File: config.mk
export PLATFORM = sky130hd
export DESIGN_NAME = rational_arithmetic_unit
export DESIGN_NICKNAME = d
export VERILOG_FILES = /design/src/hw/rtl/rau_pkg.sv /design/src/hw/rtl/rau_shared_unit.sv /design/src/hw/rtl/rational_arithmetic_unit.sv
export VERILOG_INCLUDE_DIRS = /design/src /design/src/hw/rtl
export SDC_FILE = /design/constraint.sdc
export NUM_CORES = 2
export LEC_CHECK = 0
export BUFFER_PORTS_ARGS = -buffer_cell sky130_fd_sc_hd__buf_4
export CORE_MARGIN = 3
export CORE_UTILIZATION = 65
export CTS_CLUSTER_DIAMETER = 60
export DETAILED_ROUTE_END_ITERATION = 6
export PLACE_DENSITY = 0.83
export SLEW_MARGIN = 40
export SYNTH_ARGS = -nofsm -noshare
export SYNTH_HDL_FRONTEND = slang
export SYNTH_SLANG_ARGS = --single-unit
File: constraint.sdc
create_clock -name i_clk -period 23.5 [get_ports i_clk]
set_clock_uncertainty 0.1 [all_clocks]
set_input_delay 2.35 -clock i_clk [delete_from_list [all_inputs] [get_ports i_clk]]
set_output_delay 2.35 -clock i_clk [all_outputs]
set_load 0.01 [all_outputs]
File: src/hw/rtl/rational_arithmetic_unit_assert.svh
// Assertion macros for the rational arithmetic unit.
// Expects i_clk and i_rst_n in the scope of the module that includes it.
`ifndef RATIONAL_ARITHMETIC_UNIT_ASSERT_SVH
`define RATIONAL_ARITHMETIC_UNIT_ASSERT_SVH

// same-cycle implication, checked out of reset
`define RAU_ASSERT_SAME(lbl, ante, cons) \
    lbl: assert property (@(posedge i_clk) disable iff (!i_rst_n) (ante) |-> (cons)) \
        else $error("rau: check failed");

// next-cycle implication, checked out of reset
`define RAU_ASSERT_NEXT(lbl, ante, cons) \
    lbl: assert property (@(posedge i_clk) disable iff (!i_rst_n) (ante) |=> (cons)) \
        else $error("rau: check failed");

`endif

File: src/hw/rtl/rau_pkg.sv
// Shared types, widths and helper functions of the rational arithmetic unit.
// No dependencies; used by rau_shared_unit and rational_arithmetic_unit.
`timescale 1ns / 1ps
`default_nettype none

package rau_pkg;

    // field widths of the ports
    localparam int IN_W  = 16;
    localparam int RES_W = 33;

    // working width of the operands (low bits of each field, sign-extended)
    localparam int OPW   = 16;
    localparam int PRD_W = 2 * OPW + 2;
    localparam int CNT_W = $clog2(OPW);

    typedef logic signed [OPW:0]       t_opnd;  // operand with room for negation
    typedef logic        [OPW-1:0]     t_mag;   // magnitude of an operand
    typedef logic signed [PRD_W-1:0]   t_prod;
    typedef logic signed [RES_W-1:0]   t_res;

    typedef enum logic [2:0] {
        OP_REDUCE = 3'd0,
        OP_ADD    = 3'd1,
        OP_SUB    = 3'd2,
        OP_MUL    = 3'd3,
        OP_DIV    = 3'd4,
        OP_GT     = 3'd5,
        OP_LT     = 3'd6
    } t_op;

    // result of the shared subtractor
    typedef struct packed {
        logic          borrow;    // a < b
        logic [OPW:0]  diff;      // a - b, low bits
        t_mag          half_abs;  // |a - b| >> 1
    } t_sub_out;

    // take the low OPW bits of a field and sign-extend
    function automatic t_opnd sext_op(input logic [IN_W-1:0] v);
        logic [OPW-1:0] t;
        t_opnd          r;
        t = OPW'(v);
        r = signed'(t);
        return r;
    endfunction

    function automatic t_mag mag_of(input t_opnd x);
        t_opnd n;
        n = x[OPW] ? -x : x;
        return n[OPW-1:0];
    endfunction

    // magnitude q carrying a minus sign when neg is set
    function automatic t_opnd with_sign(input t_mag q, input logic neg);
        t_opnd v;
        v = $signed({1'b0, q});
        return neg ? -v : v;
    endfunction

endpackage

`default_nettype wire

File: src/hw/rtl/rau_shared_unit.sv
// Shared arithmetic unit: one subtract/compare with magnitude and one signed multiplier.
// Depends on rau_pkg.
`timescale 1ns / 1ps
`default_nettype none

module rau_shared_unit (
    input  logic [rau_pkg::OPW:0]  i_sub_a,
    input  logic [rau_pkg::OPW:0]  i_sub_b,
    output rau_pkg::t_sub_out      o_sub,
    input  rau_pkg::t_opnd         i_mul_a,
    input  rau_pkg::t_opnd         i_mul_b,
    output rau_pkg::t_prod         o_prod
);
    import rau_pkg::*;

    logic [OPW+1:0] d;
    logic [OPW+1:0] absd;

    // subtract with borrow out, plus |a - b| for the gcd step
    always_comb begin
        d              = {1'b0, i_sub_a} - {1'b0, i_sub_b};
        absd           = d[OPW+1] ? (~d + 1'b1) : d;
        o_sub.borrow   = d[OPW+1];
        o_sub.diff     = d[OPW:0];
        o_sub.half_abs = absd[OPW:1];
    end

    // signed product, full width
    assign o_prod = i_mul_a * i_mul_b;

endmodule

`default_nettype wire

File: src/hw/rtl/rational_arithmetic_unit.sv
// Top level of the rational arithmetic unit: sequencer and operand registers.
// Depends on rau_pkg, rau_shared_unit and rational_arithmetic_unit_assert.svh.
//
// Usage:
//   Input channel (i_valid / o_ready) carries an operation code and two
//   fractions a_num/a_den, b_num/b_den. Output channel (o_valid / i_ready)
//   returns one beat per input: res_num, res_den, compare_true, error.
//   One item is worked at a time; o_ready is high only while the sequencer
//   is idle. Multiply, divide and compare take two multiplier passes;
//   rejected operands (zero denominator, bad code) go straight to the final
//   step. Reduce and add/subtract time is set by the binary gcd loop (one
//   subtract/shift step per cycle) and two restoring divisions by the gcd
//   (one quotient bit per cycle), all on the single shared subtractor.
//   The result sits in an output register, so a new beat is taken while the
//   previous result waits; a stalled receiver only holds the sequencer in
//   its final step once the next result is ready.
//   Reset (synchronous, active low) returns to idle and drops o_valid.
`timescale 1ns / 1ps
`default_nettype none

module rational_arithmetic_unit (
    input  logic                        i_clk,
    input  logic                        i_rst_n,
    input  logic                        i_valid,
    output logic                        o_ready,
    input  logic [2:0]                  i_operation,
    input  logic signed [rau_pkg::IN_W-1:0]  i_a_num,
    input  logic signed [rau_pkg::IN_W-1:0]  i_a_den,
    input  logic signed [rau_pkg::IN_W-1:0]  i_b_num,
    input  logic signed [rau_pkg::IN_W-1:0]  i_b_den,
    output logic                        o_valid,
    input  logic                        i_ready,
    output logic signed [rau_pkg::RES_W-1:0] o_res_num,
    output logic signed [rau_pkg::RES_W-1:0] o_res_den,
    output logic                        o_compare_true,
    output logic                        o_error
);
    import rau_pkg::*;

    `include "rational_arithmetic_unit_assert.svh"

    typedef enum logic [2:0] {
        S_IDLE,
        S_GCD,
        S_DIV1,
        S_DIV2,
        S_MUL1,
        S_MUL2,
        S_MUL3,
        S_FIN
    } t_state;

    t_state            r_state;
    t_op               r_op;
    logic              r_err;
    t_opnd             r_an, r_ad, r_bn, r_bd;
    t_mag              r_m1, r_m2;
    t_mag              r_u, r_v;
    logic [CNT_W-1:0]  r_k;
    t_mag              r_g;
    t_mag              r_dnum, r_rem;
    logic [CNT_W-1:0]  r_cnt;
    t_mag              r_q1, r_q2;
    t_prod             r_p0, r_p1, r_p2;
    logic              r_ovalid;
    t_res              r_onum, r_oden;
    logic              r_ocmp, r_oerr;

    logic [OPW:0]      sub_a, sub_b;
    t_sub_out          sub_o;
    t_opnd             mul_a, mul_b;
    t_prod             prod;
    logic [OPW:0]      rem_shift;
    t_mag              n_quot;
    t_mag              n_rem;

    t_opnd             in_an, in_ad, in_bn, in_bd;
    logic              in_err;
    logic              in_fold;
    t_state            in_next;

    t_res              n_num, n_den;
    logic              n_cmp;
    logic              in_beat, fin_go;

    rau_shared_unit u_shared (
        .i_sub_a (sub_a),
        .i_sub_b (sub_b),
        .o_sub   (sub_o),
        .i_mul_a (mul_a),
        .i_mul_b (mul_b),
        .o_prod  (prod)
    );

    assign o_ready        = (r_state == S_IDLE);
    assign o_valid        = r_ovalid;
    assign o_res_num      = r_onum;
    assign o_res_den      = r_oden;
    assign o_compare_true = r_ocmp;
    assign o_error        = r_oerr;

    assign in_beat = i_valid && o_ready;
    assign fin_go  = (r_state == S_FIN) && (!r_ovalid || i_ready);

    // operand decode and error screening at the input beat
    always_comb begin
        in_an   = sext_op(i_a_num);
        in_ad   = sext_op(i_a_den);
        in_bn   = sext_op(i_b_num);
        in_bd   = sext_op(i_b_den);
        in_fold = 1'b0;
        case (t_op'(i_operation))
            OP_REDUCE: begin
                in_err  = (in_ad == '0);
                in_next = S_GCD;
            end
            OP_ADD, OP_SUB: begin
                in_err  = (in_ad == '0) || (in_bd == '0);
                in_next = S_GCD;
            end
            OP_MUL: begin
                in_err  = (in_ad == '0) || (in_bd == '0);
                in_next = S_MUL1;
            end
            OP_DIV: begin
                in_err  = (in_ad == '0) || (in_bd == '0) || (in_bn == '0);
                in_next = S_MUL1;
            end
            OP_GT, OP_LT: begin
                in_err  = (in_ad == '0) || (in_bd == '0);
                in_fold = 1'b1;
                in_next = S_MUL1;
            end
            default: begin
                in_err  = 1'b1;
                in_next = S_FIN;
            end
        endcase
        if (in_err) begin
            in_next = S_FIN;
        end
    end

    // subtractor operands: gcd step or division trial
    always_comb begin
        rem_shift = {r_rem, r_dnum[OPW-1]};
        if (r_state == S_GCD) begin
            sub_a = {1'b0, r_u};
            sub_b = {1'b0, r_v};
        end else begin
            sub_a = rem_shift;
            sub_b = {1'b0, r_g};
        end
        n_quot = {r_dnum[OPW-2:0], ~sub_o.borrow};
        n_rem  = sub_o.borrow ? rem_shift[OPW-1:0] : sub_o.diff[OPW-1:0];
    end

    // multiplier operands per pass
    always_comb begin
        mul_a = r_an;
        mul_b = r_bn;
        case (r_state)
            S_MUL1: begin
                if (r_op == OP_ADD || r_op == OP_SUB) begin
                    mul_a = $signed({1'b0, r_q1});
                    mul_b = $signed({1'b0, r_m2});
                end else if (r_op == OP_MUL) begin
                    mul_a = r_an;
                    mul_b = r_bn;
                end else begin
                    mul_a = r_an;
                    mul_b = r_bd;
                end
            end
            S_MUL2: begin
                if (r_op == OP_ADD || r_op == OP_SUB) begin
                    mul_a = r_an;
                    mul_b = with_sign(r_q2, r_ad[OPW]);
                end else if (r_op == OP_MUL) begin
                    mul_a = r_ad;
                    mul_b = r_bd;
                end else begin
                    mul_a = r_ad;
                    mul_b = r_bn;
                end
            end
            S_MUL3: begin
                mul_a = r_bn;
                mul_b = with_sign(r_q1, r_bd[OPW]);
            end
            default: begin
                mul_a = r_an;
                mul_b = r_bn;
            end
        endcase
    end

    // final result assembly
    always_comb begin
        n_num = '0;
        n_den = '0;
        n_cmp = 1'b0;
        if (!r_err) begin
            case (r_op)
                OP_REDUCE: begin
                    n_num = RES_W'(with_sign(r_q1, r_an[OPW]));
                    n_den = RES_W'(with_sign(r_q2, r_ad[OPW]));
                end
                OP_ADD: begin
                    n_num = RES_W'(r_p1 + r_p2);
                    n_den = RES_W'(r_p0);
                end
                OP_SUB: begin
                    n_num = RES_W'(r_p1 - r_p2);
                    n_den = RES_W'(r_p0);
                end
                OP_MUL, OP_DIV: begin
                    n_num = RES_W'(r_p0);
                    n_den = RES_W'(r_p1);
                end
                OP_GT: n_cmp = (r_p0 > r_p1);
                OP_LT: n_cmp = (r_p0 < r_p1);
                default: n_cmp = 1'b0;
            endcase
        end
    end

    // sequencer, datapath registers and output register
    always_ff @(posedge i_clk) begin
        if (!i_rst_n) begin
            r_state  <= S_IDLE;
            r_ovalid <= 1'b0;
        end else begin
            // a beat leaving while no new result is loaded
            if (r_ovalid && i_ready && !fin_go) begin
                r_ovalid <= 1'b0;
            end
            case (r_state)
                S_IDLE: begin
                    if (in_beat) begin
                        r_op    <= t_op'(i_operation);
                        r_err   <= in_err;
                        r_an    <= (in_fold && in_ad[OPW]) ? -in_an : in_an;
                        r_ad    <= (in_fold && in_ad[OPW]) ? -in_ad : in_ad;
                        r_bn    <= (in_fold && in_bd[OPW]) ? -in_bn : in_bn;
                        r_bd    <= (in_fold && in_bd[OPW]) ? -in_bd : in_bd;
                        if (t_op'(i_operation) == OP_REDUCE) begin
                            r_m1 <= mag_of(in_an);
                            r_m2 <= mag_of(in_ad);
                            r_u  <= mag_of(in_an);
                            r_v  <= mag_of(in_ad);
                        end else begin
                            r_m1 <= mag_of(in_ad);
                            r_m2 <= mag_of(in_bd);
                            r_u  <= mag_of(in_ad);
                            r_v  <= mag_of(in_bd);
                        end
                        r_k     <= '0;
                        r_state <= in_next;
                    end
                end
                S_GCD: begin
                    // binary gcd, one step per cycle
                    if (r_u == '0 || r_v == '0) begin
                        r_g     <= (r_u | r_v) << r_k;
                        r_dnum  <= r_m1;
                        r_rem   <= '0;
                        r_cnt   <= '0;
                        r_state <= S_DIV1;
                    end else if (!r_u[0] && !r_v[0]) begin
                        r_u <= r_u >> 1;
                        r_v <= r_v >> 1;
                        r_k <= r_k + 1'b1;
                    end else if (!r_u[0]) begin
                        r_u <= r_u >> 1;
                    end else if (!r_v[0]) begin
                        r_v <= r_v >> 1;
                    end else if (!sub_o.borrow) begin
                        r_u <= sub_o.half_abs;
                    end else begin
                        r_v <= sub_o.half_abs;
                    end
                end
                S_DIV1: begin
                    // restoring division, one quotient bit per cycle
                    if (r_cnt == CNT_W'(OPW - 1)) begin
                        r_q1    <= n_quot;
                        r_dnum  <= r_m2;
                        r_rem   <= '0;
                        r_cnt   <= '0;
                        r_state <= S_DIV2;
                    end else begin
                        r_dnum <= n_quot;
                        r_rem  <= n_rem;
                        r_cnt  <= r_cnt + 1'b1;
                    end
                end
                S_DIV2: begin
                    r_dnum <= n_quot;
                    r_rem  <= n_rem;
                    r_cnt  <= r_cnt + 1'b1;
                    if (r_cnt == CNT_W'(OPW - 1)) begin
                        r_q2    <= n_quot;
                        r_state <= (r_op == OP_REDUCE) ? S_FIN : S_MUL1;
                    end
                end
                S_MUL1: begin
                    r_p0    <= prod;
                    r_state <= S_MUL2;
                end
                S_MUL2: begin
                    r_p1    <= prod;
                    r_state <= (r_op == OP_ADD || r_op == OP_SUB) ? S_MUL3 : S_FIN;
                end
                S_MUL3: begin
                    r_p2    <= prod;
                    r_state <= S_FIN;
                end
                S_FIN: begin
                    if (fin_go) begin
                        r_ovalid <= 1'b1;
                        r_onum   <= n_num;
                        r_oden   <= n_den;
                        r_ocmp   <= n_cmp;
                        r_oerr   <= r_err;
                        r_state  <= S_IDLE;
                    end
                end
                default: r_state <= S_IDLE;
            endcase
        end
    end

    // checks on the sequencer and the result beat
    `RAU_ASSERT_SAME(a_err_zero, o_valid && o_error, o_res_num == '0 && o_res_den == '0 && !o_compare_true)
    `RAU_ASSERT_SAME(a_cmp_clean, o_valid && o_compare_true, !o_error && o_res_num == '0 && o_res_den == '0)
    `RAU_ASSERT_SAME(a_gcd_nonzero, r_state == S_GCD, r_u != '0 || r_v != '0)
    `RAU_ASSERT_SAME(a_div_nonzero, r_state == S_DIV1 || r_state == S_DIV2, r_g != '0)
    `RAU_ASSERT_NEXT(a_beat_starts, in_beat, r_state != S_IDLE)

endmodule

`default_nettype wire

==> results.toml <==
[run_status]
status = "complete, but fails checks"
violations = "design-rule violations"

[logic_synthesis]
syn-cell-area_sq_um = 35000
synth_top_area_share_pct = 33.7
synth.avg_cell_area_sq_um = 9.61
ys_types = 81
synth-seq-area-share_pct = 34.0
synth_edf_count = 393
synth_area_leaders = "edfxtp_1 34%, fa_1 17%, ha_1 6.5%"
ys_ff_latch = 397
syn_inst = 3641
yosysMostFrequentCell = "nand2_1"
yosys.area.top_type = "edfxtp_1"
synthTopCellsByCount = "465 x nand2_1, 393 x edfxtp_1, 392 x nor2_1, 391 x inv_1, 298 x fa_1"
async_reset_ff_share_pct = 0
synth-main-ff-cell = "edfxtp_1"
yosysWarnings = 0
syn_nets = 4193

[critical_path]
cp_data_required_time_ns = 23.84
startpoint_type = "register"
path_max_fanout = 54
r2r_slack_ns = 13.91
cp.arrival_ns = 9.93
crit_type = "reg -> reg"
endpoint_kind = "register"

[cts]
h-tree-depth = 2
cts_root_buf = "clkbuf_16"
hold_buffers = 0
post-cts-setup-buffers = 0
cts_tree = "done"
clock_latency_ns = 0.61
cts_sinks = 397
clockBufferDepth = 3
cts_buffers = 44
clk_pin_slew_ns = 0.07
ctsResizeCount = 0

[route]
dr.first_iter.drc_count = 4649
drtAntennaViolNets = 0
dr.pass1.iters = 7
wl_um = 104000
wl_per_cell_um = 23.3
via_per_inst = 6.51
dr_total_vias = 29000
drcViolationCount = 33

[finish]
final_cells = 4452
fillCellCount = 3844
drive_gt1_share_pct = 9.14
nets = 4280
syn2layout_area_growth_pct = 10.1

[timing]
setup_violations = 0
fin_crit_sh_pct = 40.8
maxSlewHeadroom_pct = 41.1
tns_ns = 0
drv_slew = 0
timing.fmax_ghz = 0.104
hold_viol = 0
period_minus_slack_ns = 9.59
tightest_slew_ns = 0.874
rsz0062_at_grt = "no"

[floorplanning]
die_width_um = 238
num_rows = 84
start_util_pct = 66.2
die_h_um = 238
fp.coreArea_sq_um = 52900
dieArea_sq_um = 56700
io_pins = 141

[placed_design]
hpwl_um = 81000
place_congestion = 1.01
io_buffers = 140
dp_cells = 4364

[global_route]
antenna_found_initial = 1
grt_pass1_vias = 28000
grtUsageTotal_pct = 36.9
overflow = 0
grt_pass1_wl_um = 161000
grt_max_degree = 74

[worst_hold_path]
worstHoldPathType = "reg -> reg"

[job]
maxCapViolCount = 0
[critical path, stage by stage, from the launching register on]
cell and delay (ns):
edfxtp_1 0.57, nand2b_1 0.33, a21oi_4 0.65, buf_4 0.65, nand3_1 0.27, nor2_1 0.23, o32a_1 0.73, nand2_1 0.20
fa_1 0.51, fa_1 0.54, inv_1 0.07, fa_1 0.48, fa_1 0.48, fa_1 0.53, inv_1 0.05, fa_1 0.47
inv_1 0.04, ha_1 0.31, and3_1 0.21, a221oi_1 0.36, nor2b_1 0.11, a31o_2 0.24, o221a_2 0.29, a41o_1 0.26
or4b_2 0.61, nand3_1 0.12
[per-stage QoR]
step           setup WS, ns  utilization (%)  cell area [sq um]  hold slack [ns]
2_1_floorplan         15.05                -              35000            0.346
3_3_place_gp          14.26             69.4              36700            0.402
3_5_place_dp          14.07             69.8              36900            0.408
4_1_cts               14.04             72.7              38500            0.426
5_1_grt               13.43             72.9              38500            0.434
6_report              13.91             72.9              38500            0.431
[cells by family (layout without fill, tap and decap cells)]
kind of cell    count (synthesis)  count (layout)  share of synthesized area, %
mux                            58              58                          1.76
xor+xnor                      258             258                          6.46
buf+inv                       559             681                          6.04
simple gates                 1185            1185                          14.9
fa+ha+maj                     481             481                          23.6
other cells                     0               1                             0
flops                         397             397                          34.0
compound gates                703             703                          13.3
[layout by cell type, fill, tap and decap left out, drive strengths merged, types with 29 or more instances in the layout]
master | Yosys | routed
nor2 | 392 | 392
a22oi | 53 | 53
a21oi | 207 | 207
a221oi | 33 | 33
o31ai | 33 | 33
ha | 183 | 183
nor3 | 72 | 72
buf | 18 | 206
clkbuf | 148 | 46
xnor2 | 167 | 167
nand2b | 35 | 35
xor2 | 91 | 91
mux2i | 48 | 48
a21o | 41 | 41
fa | 298 | 298
edfxtp | 393 | 393
nand3 | 31 | 31
and2 | 29 | 29
inv | 392 | 397
or3 | 44 | 44
nand2 | 465 | 465
o21ai | 135 | 135
a222oi | 35 | 35
[path summary, 6_finish.rpt]
kind	startpoint	endpoint	depth (start not counted)
setup / recovery	r_op[0]	r_p1[31]	25
hold / removal	r_m1[0]	r_dnum[0]	2
setup reg to reg	r_op[0]	r_p1[31]	25
hold reg to reg	r_m1[0]	r_dnum[0]	2
[routing by layer]
layer | wire [um] | track usage (%)
met1 | 39400 | 53.5
met3 | 15400 | 9.34
met5 | 16 | 1.35
met2 | 44800 | 54.9
met4 | 3990 | 12.0
[sequential cells by signal, indices dropped and copies added, names as in the netlist, 17 cells and up]
signal,flops
o_res_den,33
o_res_num,33
r_ad,17
r_an,17
r_bd,17
r_bn,17
r_p0,34
r_p1,34
r_p2,33
[area by class of cell]
class,count,area [sq um],area share (%)
multi-input combinational,2685,21100,54.9
inverter,393,1480,3.83
clock buffer,46,1110,2.88
antenna,1,2.50,0.00650
sequential,397,11900,30.8
timing repair buffer,207,1600,4.16
clock inverter,35,447,1.16
tap,688,861,2.24
Power is left out: the tool's default activity adds up to more than one toggle a clock period on the data nets, which glitch-free logic cannot reach.
